===== config.mk =====
export PLATFORM = sky130hd
export DESIGN_NAME = gjs_ctrl
export DESIGN_NICKNAME = d
export VERILOG_FILES = /design/src/sv/gjs_pkg.sv /design/src/sv/gjs_ctrl.sv
export SDC_FILE = /design/constraint.sdc
export NUM_CORES = 1
export LEC_CHECK = 0
export BUFFER_PORTS_ARGS = -buffer_cell sky130_fd_sc_hd__buf_2
export CAP_MARGIN = 0
export CORE_ASPECT_RATIO = 1.25
export CORE_UTILIZATION = 30
export CTS_CLUSTER_DIAMETER = 100
export DETAILED_ROUTE_END_ITERATION = 16
export GPL_TIMING_DRIVEN = 0
export HOLD_SLACK_MARGIN = 0.08
export PLACE_DENSITY_LB_ADDON = 0.1
export SETUP_SLACK_MARGIN = 0.15
export SLEW_MARGIN = 20
export SYNTH_ARGS = -nofsm -noshare
export SYNTH_HDL_FRONTEND = slang
export SYNTH_SLANG_ARGS = --single-unit

===== constraint.sdc =====
create_clock -name clk -period 4.84 [get_ports clk]
set_clock_uncertainty 0.2 [all_clocks]
set_input_delay 0.726 -clock clk [delete_from_list [all_inputs] [get_ports clk]]
set_output_delay 0.726 -clock clk [all_outputs]
set_load 0.05 [all_outputs]

===== src/sv/gjs_pkg.sv =====
// ----------------------------------------------------------------------------
// gjs_pkg
// Shared constants, payload types and command/status structs for the
// Gauss-Jordan solver.
// ----------------------------------------------------------------------------
package gjs_pkg;

  localparam int MAX_DIM    = 8;
  localparam int STORE_COLS = MAX_DIM + 1;
  localparam int FRAC_BITS  = 16;
  localparam int WORD_W     = 32;
  localparam int ROW_W      = 3;
  localparam int COL_W      = 4;
  localparam int DEPTH      = MAX_DIM * STORE_COLS;
  localparam int ADDR_W     = $clog2(DEPTH);
  localparam int THR_W      = 31;
  localparam int CFG_IDX_W  = 2;

  localparam logic [CFG_IDX_W-1:0] REG_SIZE   = 2'd0;
  localparam logic [CFG_IDX_W-1:0] REG_THRESH = 2'd1;

  localparam logic [2:0] WSRC_INPUT = 3'd0;
  localparam logic [2:0] WSRC_RDATA = 3'd1;
  localparam logic [2:0] WSRC_A     = 3'd2;
  localparam logic [2:0] WSRC_QUOT  = 3'd3;
  localparam logic [2:0] WSRC_ELIM  = 3'd4;

  typedef struct packed {
    logic [ROW_W-1:0]         row_index;
    logic [COL_W-1:0]         column_index;
    logic signed [WORD_W-1:0] element_value;
    logic                     load_last;
  } item_t;

  typedef struct packed {
    logic [ROW_W-1:0]         unknown_index;
    logic signed [WORD_W-1:0] solution_value;
    logic                     singular;
    logic                     result_last;
  } result_t;

  typedef struct packed {
    logic [ROW_W-1:0] row;
    logic [COL_W-1:0] col;
    logic             we;
    logic [2:0]       wsrc;
    logic             cap_a;
    logic             cap_b;
    logic             cap_f;
    logic             pv_clr;
    logic             pv_cmp;
    logic             div_start;
    logic             mul_en;
    logic             out_cap;
    logic             out_zero;
  } cmd_t;

  typedef struct packed {
    logic greater;
    logic singular;
    logic div_done;
  } status_t;

  function automatic logic [WORD_W-1:0] mag32(input logic signed [WORD_W-1:0] v);
    return v[WORD_W-1] ? (~v + 1'b1) : v;
  endfunction

endpackage


===== src/sv/gjs_ctrl.sv =====
// ----------------------------------------------------------------------------
// gjs_ctrl
// Sequencer for load, pivot search, row swap, normalisation, elimination
// and result emission.
// ----------------------------------------------------------------------------
module gjs_ctrl (
  input  logic                            clk,
  input  logic                            rst,
  input  logic                            start,
  input  gjs_pkg::item_t                  item,
  input  logic [gjs_pkg::COL_W-1:0]       size_in_use,
  input  gjs_pkg::status_t                status,
  output logic                            busy,
  output gjs_pkg::cmd_t                   cmd,
  output logic                            out_valid,
  output logic [gjs_pkg::ROW_W-1:0]       out_index,
  output logic                            out_singular,
  output logic                            out_last
);
  import gjs_pkg::*;

  localparam logic [4:0] ST_IDLE    = 5'd0;
  localparam logic [4:0] ST_P_START = 5'd1;
  localparam logic [4:0] ST_P_ISSUE = 5'd2;
  localparam logic [4:0] ST_P_CMP   = 5'd3;
  localparam logic [4:0] ST_P_CHK   = 5'd4;
  localparam logic [4:0] ST_W_RK    = 5'd5;
  localparam logic [4:0] ST_W_RB    = 5'd6;
  localparam logic [4:0] ST_W_WK    = 5'd7;
  localparam logic [4:0] ST_W_WB    = 5'd8;
  localparam logic [4:0] ST_N_RD    = 5'd9;
  localparam logic [4:0] ST_N_DIV   = 5'd10;
  localparam logic [4:0] ST_N_WAIT  = 5'd11;
  localparam logic [4:0] ST_N_WR    = 5'd12;
  localparam logic [4:0] ST_E_ROW   = 5'd13;
  localparam logic [4:0] ST_E_F     = 5'd14;
  localparam logic [4:0] ST_E_F2    = 5'd15;
  localparam logic [4:0] ST_E_RK    = 5'd16;
  localparam logic [4:0] ST_E_RI    = 5'd17;
  localparam logic [4:0] ST_E_MUL   = 5'd18;
  localparam logic [4:0] ST_E_WR    = 5'd19;
  localparam logic [4:0] ST_O_RD    = 5'd20;
  localparam logic [4:0] ST_O_OUT   = 5'd21;
  localparam logic [4:0] ST_S_OUT   = 5'd22;

  logic [4:0]       state, state_next;
  logic [COL_W-1:0] k, k_next;
  logic [COL_W-1:0] i, i_next;
  logic [COL_W-1:0] j, j_next;
  logic [COL_W-1:0] best, best_next;
  logic [COL_W-1:0] n;
  logic             emit, emit_sing, emit_last;

  always_comb begin
    if (size_in_use == '0) n = COL_W'(1);
    else if (size_in_use > COL_W'(MAX_DIM)) n = COL_W'(MAX_DIM);
    else n = size_in_use;
  end

  assign busy = state != ST_IDLE;

  always_comb begin
    state_next = state;
    k_next     = k;
    i_next     = i;
    j_next     = j;
    best_next  = best;
    cmd        = '0;
    cmd.wsrc   = WSRC_INPUT;
    emit       = 1'b0;
    emit_sing  = 1'b0;
    emit_last  = 1'b0;
    case (state)
      ST_IDLE: begin
        cmd.row = item.row_index;
        cmd.col = item.column_index;
        if (start) begin
          cmd.we = item.column_index < COL_W'(STORE_COLS);
          if (item.load_last) begin
            k_next     = '0;
            state_next = ST_P_START;
          end
        end
      end
      ST_P_START: begin
        cmd.pv_clr = 1'b1;
        i_next     = k;
        best_next  = k;
        state_next = ST_P_ISSUE;
      end
      ST_P_ISSUE: begin
        cmd.row    = i[ROW_W-1:0];
        cmd.col    = k;
        state_next = ST_P_CMP;
      end
      ST_P_CMP: begin
        cmd.pv_cmp = 1'b1;
        if (status.greater) best_next = i;
        if (i == n - 1'b1) state_next = ST_P_CHK;
        else begin
          i_next     = i + 1'b1;
          state_next = ST_P_ISSUE;
        end
      end
      ST_P_CHK: begin
        if (status.singular) begin
          k_next     = '0;
          state_next = ST_S_OUT;
        end else if (best != k) begin
          j_next     = '0;
          state_next = ST_W_RK;
        end else begin
          j_next     = k;
          state_next = ST_N_RD;
        end
      end
      ST_W_RK: begin
        cmd.row    = k[ROW_W-1:0];
        cmd.col    = j;
        state_next = ST_W_RB;
      end
      ST_W_RB: begin
        cmd.cap_a  = 1'b1;
        cmd.row    = best[ROW_W-1:0];
        cmd.col    = j;
        state_next = ST_W_WK;
      end
      ST_W_WK: begin
        cmd.row    = k[ROW_W-1:0];
        cmd.col    = j;
        cmd.we     = 1'b1;
        cmd.wsrc   = WSRC_RDATA;
        state_next = ST_W_WB;
      end
      ST_W_WB: begin
        cmd.row  = best[ROW_W-1:0];
        cmd.col  = j;
        cmd.we   = 1'b1;
        cmd.wsrc = WSRC_A;
        if (j == n) begin
          j_next     = k;
          state_next = ST_N_RD;
        end else begin
          j_next     = j + 1'b1;
          state_next = ST_W_RK;
        end
      end
      ST_N_RD: begin
        cmd.row    = k[ROW_W-1:0];
        cmd.col    = j;
        state_next = ST_N_DIV;
      end
      ST_N_DIV: begin
        cmd.div_start = 1'b1;
        state_next    = ST_N_WAIT;
      end
      ST_N_WAIT: begin
        if (status.div_done) state_next = ST_N_WR;
      end
      ST_N_WR: begin
        cmd.row  = k[ROW_W-1:0];
        cmd.col  = j;
        cmd.we   = 1'b1;
        cmd.wsrc = WSRC_QUOT;
        if (j == n) begin
          i_next     = '0;
          state_next = ST_E_ROW;
        end else begin
          j_next     = j + 1'b1;
          state_next = ST_N_RD;
        end
      end
      ST_E_ROW: begin
        if (i == n) begin
          if (k == n - 1'b1) begin
            k_next     = '0;
            i_next     = '0;
            state_next = ST_O_RD;
          end else begin
            k_next     = k + 1'b1;
            state_next = ST_P_START;
          end
        end else if (i == k) begin
          i_next = i + 1'b1;
        end else begin
          state_next = ST_E_F;
        end
      end
      ST_E_F: begin
        cmd.row    = i[ROW_W-1:0];
        cmd.col    = k;
        state_next = ST_E_F2;
      end
      ST_E_F2: begin
        cmd.cap_f  = 1'b1;
        j_next     = k;
        state_next = ST_E_RK;
      end
      ST_E_RK: begin
        cmd.row    = k[ROW_W-1:0];
        cmd.col    = j;
        state_next = ST_E_RI;
      end
      ST_E_RI: begin
        cmd.cap_b  = 1'b1;
        cmd.row    = i[ROW_W-1:0];
        cmd.col    = j;
        state_next = ST_E_MUL;
      end
      ST_E_MUL: begin
        cmd.cap_a  = 1'b1;
        cmd.mul_en = 1'b1;
        state_next = ST_E_WR;
      end
      ST_E_WR: begin
        cmd.row  = i[ROW_W-1:0];
        cmd.col  = j;
        cmd.we   = 1'b1;
        cmd.wsrc = WSRC_ELIM;
        if (j == n) begin
          i_next     = i + 1'b1;
          state_next = ST_E_ROW;
        end else begin
          j_next     = j + 1'b1;
          state_next = ST_E_RK;
        end
      end
      ST_O_RD: begin
        cmd.row    = i[ROW_W-1:0];
        cmd.col    = n;
        state_next = ST_O_OUT;
      end
      ST_O_OUT: begin
        cmd.out_cap = 1'b1;
        emit        = 1'b1;
        emit_last   = i == n - 1'b1;
        if (i == n - 1'b1) state_next = ST_IDLE;
        else begin
          i_next     = i + 1'b1;
          state_next = ST_O_RD;
        end
      end
      ST_S_OUT: begin
        cmd.out_zero = 1'b1;
        emit         = 1'b1;
        emit_sing    = 1'b1;
        emit_last    = 1'b1;
        state_next   = ST_IDLE;
      end
      default: state_next = ST_IDLE;
    endcase
  end

  always_ff @(posedge clk) begin
    if (rst) begin
      state     <= ST_IDLE;
      k         <= '0;
      i         <= '0;
      j         <= '0;
      best      <= '0;
      out_valid <= 1'b0;
    end else begin
      state     <= state_next;
      k         <= k_next;
      i         <= i_next;
      j         <= j_next;
      best      <= best_next;
      out_valid <= emit;
    end
  end

  always_ff @(posedge clk) begin
    if (emit) begin
      out_index    <= emit_sing ? '0 : i[ROW_W-1:0];
      out_singular <= emit_sing;
      out_last     <= emit_last;
    end
  end

  assert property (@(posedge clk) disable iff (rst) out_valid && out_singular |-> out_last)
    else $error("singular beat without last flag");
  assert property (@(posedge clk) disable iff (rst) out_valid |=> !out_valid)
    else $error("back-to-back result beats");
  assert property (@(posedge clk) disable iff (rst) state == ST_IDLE |-> k == '0)
    else $error("pivot column not cleared when idle");
  assert property (@(posedge clk) disable iff (rst) cmd.div_start |=> !status.div_done)
    else $error("divider finished too early");

endmodule


; ---- Word level (Yosys, flattened, before mapping)
; Index checks and enable logic that the tools add are counted.
[word_totals]
reg_bits = 27
inputBits = 50
out_inout_bits = 27
wordCells = 129
[op_classes]
n_addsub = 4
n_lt_le_gt_ge = 2
eq_ne = 42
muxes = 51
n_reduce_logical = 21
[ops]
columns = cell, count
row1 = $pmux 5 s22, 1
row2 = $mux 4, 20
row3 = $mux 5, 9
row4 = $pmux 7 s6, 1
row5 = $eq 5x4->1 const B, 8
row6 = $eq 5x5->1 const B, 7
row7 = $ne 2x2->1 const B, 11
row8 = $eq 4x4->1, 5
row9 = $eq 5x3->1 const B, 4
row10 = $pmux 4 s5, 1
row11 = $pmux 4 s4, 1
row12 = $reduce_or 2->1, 7
row13 = $add 4x1->4 const B, 3
row14 = $pmux 3 s4, 1
row15 = $pmux 4 s3, 1
row16 = $mux 1, 11
row17 = $eq 5x2->1 const B, 2
row18 = $reduce_bool 5->1, 2
row19 = $ne 3x3->1 const B, 3
row20 = $pmux 4 s2, 1
row21 = $mux 3, 2
row22 = $reduce_and 6->1, 1
row23 = $eq 5x1->1 const B, 1
row24 = $logic_not 5->1, 1
row25 = 15 further kinds, 16

; ---- Logic depth before layout (Yosys ltp)
; Gate-level depths: netlist of the first run.
[depth]
ltp_word = 8
mapped_depth = 11
ltp_nobuf = 10

; ---- Worst setup path after synthesis of the first run
; No wires, ideal clock.
[synth_timing]
kind = in2reg
start = in size_in_use[1] in the netlist's numbering
end = reg i[0]
setup_time_ps = 86
t_arrival_ps = 3039
required_ps = 4554
slack_ps = 1514
cell_stages = 11
path_buffers = 1
path_cell_list = buf_4 -> o21ba_2 -> nor2_1 -> inv_1 -> ha_1 -> xnor2_1 -> a311o_1 -> o31ai_4 -> mux2i_2 -> or2_4 -> a221oi_2
[synth_via]
elab_chain_len = 7
elab_cells_between_ends = 17
cone_classes = add/sub (1) / order compare (1) / eq/ne (9) / mux (4) / reduce/logical (2)
[synth_lines]
columns = item, line
row1 = start: declaration, gjs_ctrl.sv:11  ; input logic [gjs_pkg::COL_W-1:0] size_in_use,
row2 = $gt 4x4->1, gjs_ctrl.sv:56  ; else if (size_in_use > COL_W'(MAX_DIM)) n = COL_W'(MAX_DIM);
row3 = $mux 4, gjs_ctrl.sv:56
row4 = $mux 4 (*), gjs_ctrl.sv:55  ; if (size_in_use == '0) n = COL_W'(1);
row5 = $sub 4x1->4, "gjs_ctrl.sv:99, gjs_ctrl.sv:175, gjs_ctrl.sv:237"
row6 = "$eq 4x4->1, on equally long branches", "gjs_ctrl.sv:175, gjs_ctrl.sv:99, gjs_ctrl.sv:237"
row7 = $ne 3x3->1 (no line) / $ne 2x2->1 (equally long branches), -
row8 = $reduce_and 6->1 (no line), -
row9 = end signal: assignment, gjs_ctrl.sv:265  ; i <= i_next;
row10 = end: declaration, gjs_ctrl.sv:48  ; logic [COL_W-1:0] i, i_next;
; Every way passes the cells marked *; elsewhere a longest branch is shown, timed or not.
; A chain may end at the register's enable or synchronous reset.

==> results of run 1 <==
power groups by stage:
stage	Sequential (W)	Clock [W]	Combinational (W)
5_1_grt	0.000352	0.000162	0.00154
3_3_place_gp	0.000349	0	0.00142
2_1_floorplan	0.000334	0	0.00107
4_1_cts	0.000344	0.000157	0.00142
6_report	0.000345	0.000150	0.00143
3_5_place_dp	0.000350	0	0.00142
worst max-delay path, cell delays in order (launching register included):
cell	delay, ns
dfxtp_1	0.34
clkbuf_1	0.32
clkbuf_1	0.41
nor2b_1	0.13
nor3_1	0.30
a211oi_1	0.13
a21oi_1	0.38
a222oi_1	0.20
nand2_1	0.13
buf_2	0.28
synth_stat cells, types with 3 or more instances:
| master | instances |
|---|---|
| a21o_1 | 4 |
| nor2_2 | 3 |
| o22ai_1 | 6 |
| xor2_1 | 10 |
| nand2_1 | 26 |
| inv_1 | 14 |
| xnor2_1 | 6 |
| o211ai_1 | 4 |
| edfxtp_1 | 5 |
| a221o_1 | 3 |
| clkbuf_8 | 4 |
| a31oi_1 | 7 |
| a222oi_1 | 5 |
| nor3_1 | 15 |
| a32oi_1 | 3 |
| buf_6 | 3 |
| mux2i_1 | 5 |
| a221oi_1 | 5 |
| dfxtp_1 | 22 |
| nor2b_1 | 9 |
| clkbuf_1 | 13 |
| nor2_1 | 31 |
| o21ai_0 | 13 |
| a211oi_1 | 10 |
| and3_1 | 5 |
| ha_1 | 4 |
| nand2b_1 | 11 |
| nand3b_1 | 3 |
| buf_4 | 4 |
| o32ai_2 | 3 |
| nand3_1 | 11 |
| a21oi_1 | 20 |
layer usage:
layer	vias up	share of wire
met3	12	0.034
met1	1390	0.44
met4	0	0.019
met2	83	0.50
li1	1378	-
met5	-	0
path summary, 6_finish.rpt:
kind                              start                         end  slack (ns)  cells past startpoint
setup / recovery  state[2]$_SDFFE_PP0P_                     cmd[17]        1.00                      9
hold / removal     best[3]$_SDFFE_PP0P_        best[3]$_SDFFE_PP0P_        0.32                      2
setup reg to reg  state[1]$_SDFFE_PP0P_  out_index[2]$_SDFFCE_PP0P_        2.13                      5
hold reg to reg    best[3]$_SDFFE_PP0P_        best[3]$_SDFFE_PP0P_        0.32                      2
cells by family after synthesis:
family,Yosys count,share of synthesized area
simple gates,137,0.271
flops,27,0.218
xor+xnor,18,0.0684
fa+ha+maj,5,0.0222
compound gates,108,0.305
mux,6,0.0236
buf+inv,43,0.0915
area by class of cell:
| class | instances | area [µm²] |
|---|---|---|
| multi-input cells | 274 | 1870 |
| fillers | 957 | 5580 |
| well taps | 120 | 150 |
| plain buffers | 28 | 191 |
| clock inverters | 1 | 8.76 |
| inverters | 15 | 56.3 |
| repair buffers | 43 | 215 |
| flip-flops and latches | 27 | 591 |
| clock buffers | 3 | 41.3 |
through the flow:
stage | hold slack [ns] | util
global route | 0.359 | 0.359
detailed placement | 0.307 | 0.353
global placement | 0.309 | 0.353
floorplan | 0.289 | -
CTS | 0.324 | 0.359
finish | 0.317 | 0.359
state kept, by name (all words and copies together) (netlist names):
name,flops
state,5
k,4
out_valid,1
out_last,1
best,4
j,4
out_singular,1
i,4
out_index,3
==> key figures, run 1 <==
Placed design
  – Post-placement cell count: 507
  – Final HPWL from detailed placement: 7250 µm
  – Gp weighted congestion: between 0.9 and 1
  – Port Buf Inserts: 43
  – Setup slack at placement: around 1.2 ns
  – Total placed instance area: 0.00307 mm²

Finish
  – Commonest non-fill, non-tap cells in the layout: buf_2 (45), nor2_1 (31), nand2_1 (26)
  – Fin nets: 446
  – Non-filler instance count after layout: slightly above 500
  – Fraction of layout instances using a drive strength above 1: 0.210
  – Area of all placed cells without fillers: between 0.003 and 0.004 mm²
  – Diodes inserted: 0
  – Commonest non-fill, non-tap cell in the layout: buf_2
  – Area added between synthesis and finish: 15.3%

Route
  – Routed length per instance: 18.2 µm
  – Total number of vias: 2863
  – Remaining antenna violation count after routing: 0
  – DRC Markers: 0
  – Sum of routed wire length over all layers: about 9300 µm
  – First-pass DRT Iterations: 6
  – Routed via count divided by cell count: 5.60
  – Drt first-iter violations: 202

Synth
  – Total standard cell area after synthesis: between 0.002 and 0.003 mm²
  – Most frequently used flop master after synthesis: dfxtp_1
  – Cell taking the most area after synthesis: dfxtp_1
  – Count of different cell masters after synthesis: 76
  – Number of flops mapped to enable cells by yosys: 5
  – Share of flip-flops with an asynchronous set or reset after synthesis: 0
  – Yosys warnings: 0
  – Cells taking the most area after synthesis: dfxtp_1 (16%), edfxtp_1 (5.5%), nor2_1 (4.3%)
  – Number of nets in the synthesized netlist: 398
  – Synth top area share: 0.163
  – Count of state elements after synthesis: 27
  – Number of standard cells after synthesis: 344
  – Proportion of synthesized chip area in sequential cells: 0.218
  – Mean cell area of the mapped netlist: 7.87 µm²

Clocking
  – Number of buffers created by CTS: 3
  – Clock tree sinks: 27
  – Buffers inserted by post-CTS timing repair: 0
  – H-tree depth reported by CTS: 1
  – Clock transition time at the flip-flop clock pins of the worst setup and hold paths: about 0.11 ns
  – Clock tree from TritonCTS: built
  – Quantity of hold-fixing buffers added after cts: 0
  – Cell at the root of the clock tree: clkbuf_8
  – Clk_lat worst skew: about 0.30 ns
  – Post-CTS resize count: 0
  – Number of buffers between clock root and the deepest sink: 2

Floorplan
  – IO Count: 77
  – Area inside the core boundary: 0.00870 mm²
  – Initial cell density of the core: 0.311
  – Die boundary width: 87.0 µm
  – Die outline area: between 0.009 and 0.01 mm²
  – Site Rows: 38
  – Die Height: 108 µm

Run status
  – Run status: complete, no violations

Global routing
  – Global-route met1 utilization: 0.263
  – Most used routing layer: met2
  – Antenna violations before repair: 0
  – Congestion Overflow GR: 0
  – Grt met2 use: 0.357
  – Global Route met3 Usage: 0.0145
  – Wire length of the first global-routing pass: 14800 µm
  – Vias in the first global route: 2727
  – Total routing resource utilization after global routing: 0.205
  – Pin count of the biggest net entering global routing: 18

Power
  – Net switching power: between 0.001 and 0.0015 W
  – Fraction of power consumed by combinational cells: 0.742
  – Clk pwr share: 0.078
  – Switching power share of the total: 0.584
  – Total Power: 0.00192 W
  – Leakage power figure: 1.22 nW
  – Power density over cell area: around 610 mW/mm²
  – Sequential share of power: 0.180
  – Peak ir drop on the vdd network: 0.000372 V
  – Internal power component: 0.000798 W

Timing
  – Final Setup Violations: 0
  – Sum of negative setup slack: 0 ns
  – Setup repair after global routing missed its margin: no
  – Remaining max-slew budget at the tightest pin: 0.473
  – Fmax: 261 MHz
  – Crit share post-route: 0.793
  – Final min period: 3.84 ns
  – Count of endpoints failing hold in the final timing report: 0
  – Worst Slack Setup Final: 1.00 ns
  – Max Slew Vio Count: 0
  – Actual transition at the worst max-transition pin: 0.780 ns

Critical path
  – Critical path capture point type: output pin
  – Type of the setup path with the least slack: flip-flop to output pin
  – Nature of the critical path startpoint: flip-flop
  – Worst endpoint required time: 3.91 ns
  – Maximum fanout encountered on the critical timing path: 10
  – Arrival time of the worst setup path: 2.91 ns

Min path
  – Path type of the worst min-delay path: flip-flop to flip-flop

Flow run
  – Number of max-cap violations: 0
Note: power is estimated with default switching activity, not from simulation.
==> run 2: changes to the inputs <==
- ABC_AREA: unset -> 1
- clock period: 4.84 -> 3.2 ns (I/O delays scaled with it)
==> key figures, run 2 <==
Floorplan
  – Die outline area: ~0.009 mm²
  – Die boundary width: 85.6 µm
  – Area inside the core boundary: approximately 0.0083 mm²
  – IO Count: between 70 and 80
  – Die Height: 107 µm
  – Initial cell density of the core: 0.315
  – Site Rows: 37

Synth
  – Fraction of synthesized area in multiplexers: 0
  – Simple-gate share of the synthesized area: 0.418
  – Top cells by count, synth: nand2_1 (111), inv_1 (49), nor2_1 (38), nand3_1 (31), a21oi_1 (27)
  – Cell taking the most area after synthesis: dfxtp_1
  – Total standard cell area after synthesis: 0.00262 mm²
  – Synth top area share: 0.168
  – Share of flip-flops with an asynchronous set or reset after synthesis: 0
  – Adder-cell area share of the yosys netlist: 0.0191
  – Mean cell area of the mapped netlist: just over 6 µm²
  – Dominant combinational cell family by area after synthesis: simple AND/OR/NAND/NOR gates
  – Number of standard cells after synthesis: 424
  – Synthesized-area fraction occupied by ao, oa, aoi and oai cells: 0.179
  – Number of flops mapped to enable cells by yosys: 5
  – Yosys warnings: 0
  – Most frequently used flop master after synthesis: dfxtp_1
  – Library cell with the highest instance count after synthesis: nand2_1
  – Count of state elements after synthesis: 27
  – Count of different cell masters after synthesis: 44
  – Number of nets in the synthesized netlist: 478
  – Cells taking the most area after synthesis: dfxtp_1 (17%), nand2_1 (16%), inv_1 (7.0%)
  – Proportion of synthesized chip area in sequential cells: 0.225
  – Share of the synthesized netlist area taken by xor and xnor gates: 0.0334

Timing
  – Final worst hold slack: around 0.29 ns
  – Crit share post-route: 0.889
  – Actual transition at the worst max-transition pin: around 0.45 ns
  – Remaining max-slew budget at the tightest pin: 0.701
  – Sum of negative setup slack: 0 ns
  – Final min period: 2.84 ns
  – Setup repair after global routing missed its margin: no
  – Final Setup Violations: 0
  – Max Slew Vio Count: 0
  – Count of endpoints failing hold in the final timing report: 0
  – Fmax: between 300 and 400 MHz

Critical path
  – Nature of the critical path startpoint: flip-flop
  – Library cell contributing the largest single delay on the critical path: dfxtp_1
  – Arrival time of the worst setup path: 2.16 ns
  – Type of the setup path with the least slack: flip-flop to output pin
  – Kind of cell adding the most delay to the critical path: buffers and inverters
  – Critical path's largest stage delay: 0.38 ns
  – Worst endpoint required time: 2.52 ns
  – Worst path most repeated cell: nand2_1
  – Number of buffer and inverter instances along the worst setup path: 3
  – Worst path cell trace: inv_2 -> nand2_1 -> nor2_2 -> nand2_1 -> inv_1 -> nand2_1 -> o21ai_0 -> a21oi_1 -> o21ai_0 -> buf_2
  – Critical path capture point type: output pin
  – Maximum fanout encountered on the critical timing path: 8

Power
  – Peak ir drop on the vdd network: 0.000166 V
  – Clk pwr share: 0.224
  – Switching power share of the total: 0.421
  – Sequential share of power: 0.392
  – Internal power component: about 0.00056 W
  – Net switching power: 0.000409 W
  – Power density over cell area: about 320 mW/mm²
  – Leakage power figure: 1.47 nW
  – Fraction of power consumed by combinational cells: 0.384

Global routing
  – Wire length of the first global-routing pass: 14000 µm
  – Congestion Overflow GR: 0
  – Pin count of the biggest net entering global routing: 17
  – Total routing resource utilization after global routing: 0.199
  – Antenna violations before repair: 0
  – Vias in the first global route: 2707

Placed design
  – Final HPWL from detailed placement: 7130 µm
  – Port Buf Inserts: between 40 and 50
  – Gp weighted congestion: between 0.8 and 0.9

Finish
  – Commonest non-fill, non-tap cell in the layout: nand2_1
  – Top reg by flops: state
  – Fraction of layout instances using a drive strength above 1: 0.248
  – Fill count: ~960
  – Fin nets: ~530
  – Commonest non-fill, non-tap cells in the layout: nand2_1 (111), buf_2 (50), inv_1 (49)
  – Area added between synthesis and finish: 14.7%
  – Diodes inserted: 0
  – Number of flip-flops in the largest register: 5
  – Total area of multi-input combinational cells: 0.00170 mm²
  – Area of all sequential standard cells: 591 µm²

Route
  – First-pass DRT Iterations: 5
  – Drt first-iter violations: 104
  – Routed length per instance: ~16 µm
  – Remaining antenna violation count after routing: 0
  – Total number of vias: ~2800
  – DRC Markers: 0
  – Sum of routed wire length over all layers: 8800 µm
  – Routed via count divided by cell count: ~5

Clocking
  – Clock tree sinks: 27
  – Post-CTS resize count: 0
  – Number of buffers created by CTS: 3
  – Clk_lat worst skew: 0.29 ns
  – H-tree depth reported by CTS: 1
  – Clock transition time at the flip-flop clock pins of the worst setup and hold paths: 0.11 ns
  – Quantity of hold-fixing buffers added after cts: 0
  – Cell at the root of the clock tree: clkbuf_8
  – Buffers inserted by post-CTS timing repair: 0
  – Number of buffers between clock root and the deepest sink: 2
  – Clock tree from TritonCTS: built

Min path
  – Path type of the worst min-delay path: input pin to flip-flop

Flow run
  – Number of max-cap violations: 0

Run status
  – Run status: complete, no violations
run 2: worst min-delay path, delay by kind of cell:
| kind | cells | cell delay, ns |
|---|---|---|
| buf+inv | 1 | 0.07 |
| compound gates | 1 | 0.07 |
| simple gates | 1 | 0.12 |
run 2: power by group through the flow:
stage	combinational (W)	sequential (W)	clock, W
after floorplan	0.000275	0.000381	0
after global placement	0.000370	0.000387	0
after detailed placement	0.000373	0.000387	0
after CTS	0.000374	0.000380	0.000218
after global routing	0.000416	0.000382	0.000228
final	0.000373	0.000380	0.000217
run 2: final timing paths:
| path | startpoint | endpoint | slack [ns] | cells after the start |
|---|---|---|---|---|
| setup / recovery | state[0]$_SDFFE_PP0P_ | cmd[15] | 0.36 | 10 |
| hold / removal | status[0] | state[1]$_SDFFE_PP0P_ | 0.29 | 3 |
| setup reg to reg | i[0]$_SDFFE_PP0P_ | i[0]$_SDFFE_PP0P_ | 1.08 | 9 |
| hold reg to reg | i[3]$_SDFFE_PP0P_ | best[3]$_SDFFE_PP0P_ | 0.36 | 2 |
run 2: final cells by class:
type	count	area share
buffer	11	0.0216
tap	97	0.0403
multi-input combinational	317	0.567
clock buffer	3	0.0137
inverter	69	0.0874
sequential	27	0.196
timing repair buffer	43	0.0715
clock inverter	1	0.00250
run 2: kinds of logic after synthesis:
logic type / Yosys count
buffers and inverters: 80
DFF: 27
and+or+nand+nor: 225
AOI/OAI and AO/OA: 78
xor gates and xnor gates: 10
adders and majority gates: 4
run 2: layer usage:
layer	track usage	wire, µm	vias up
met2	0.371	4500	63
met4	0.0571	201	0
li1	-	-	1460
met5	0	0	-
met3	0.0186	301	17
met1	0.239	3800	1309
run 2: metrics by stage:
step | utilization | total power, W | cell area (µm²) | cells | worst slack (ns)
2_1_floorplan | - | 0.000657 | 2620 | 424 | 0.501
3_3_place_gp | 0.355 | 0.000758 | 2960 | 564 | 0.597
3_5_place_dp | 0.355 | 0.000760 | 2960 | 564 | 0.582
4_1_cts | 0.361 | 0.000972 | 3010 | 568 | 0.362
5_1_grt | 0.361 | 0.00103 | 3010 | 568 | 0.229
6_report | 0.361 | 0.000970 | 3010 | 568 | 0.356
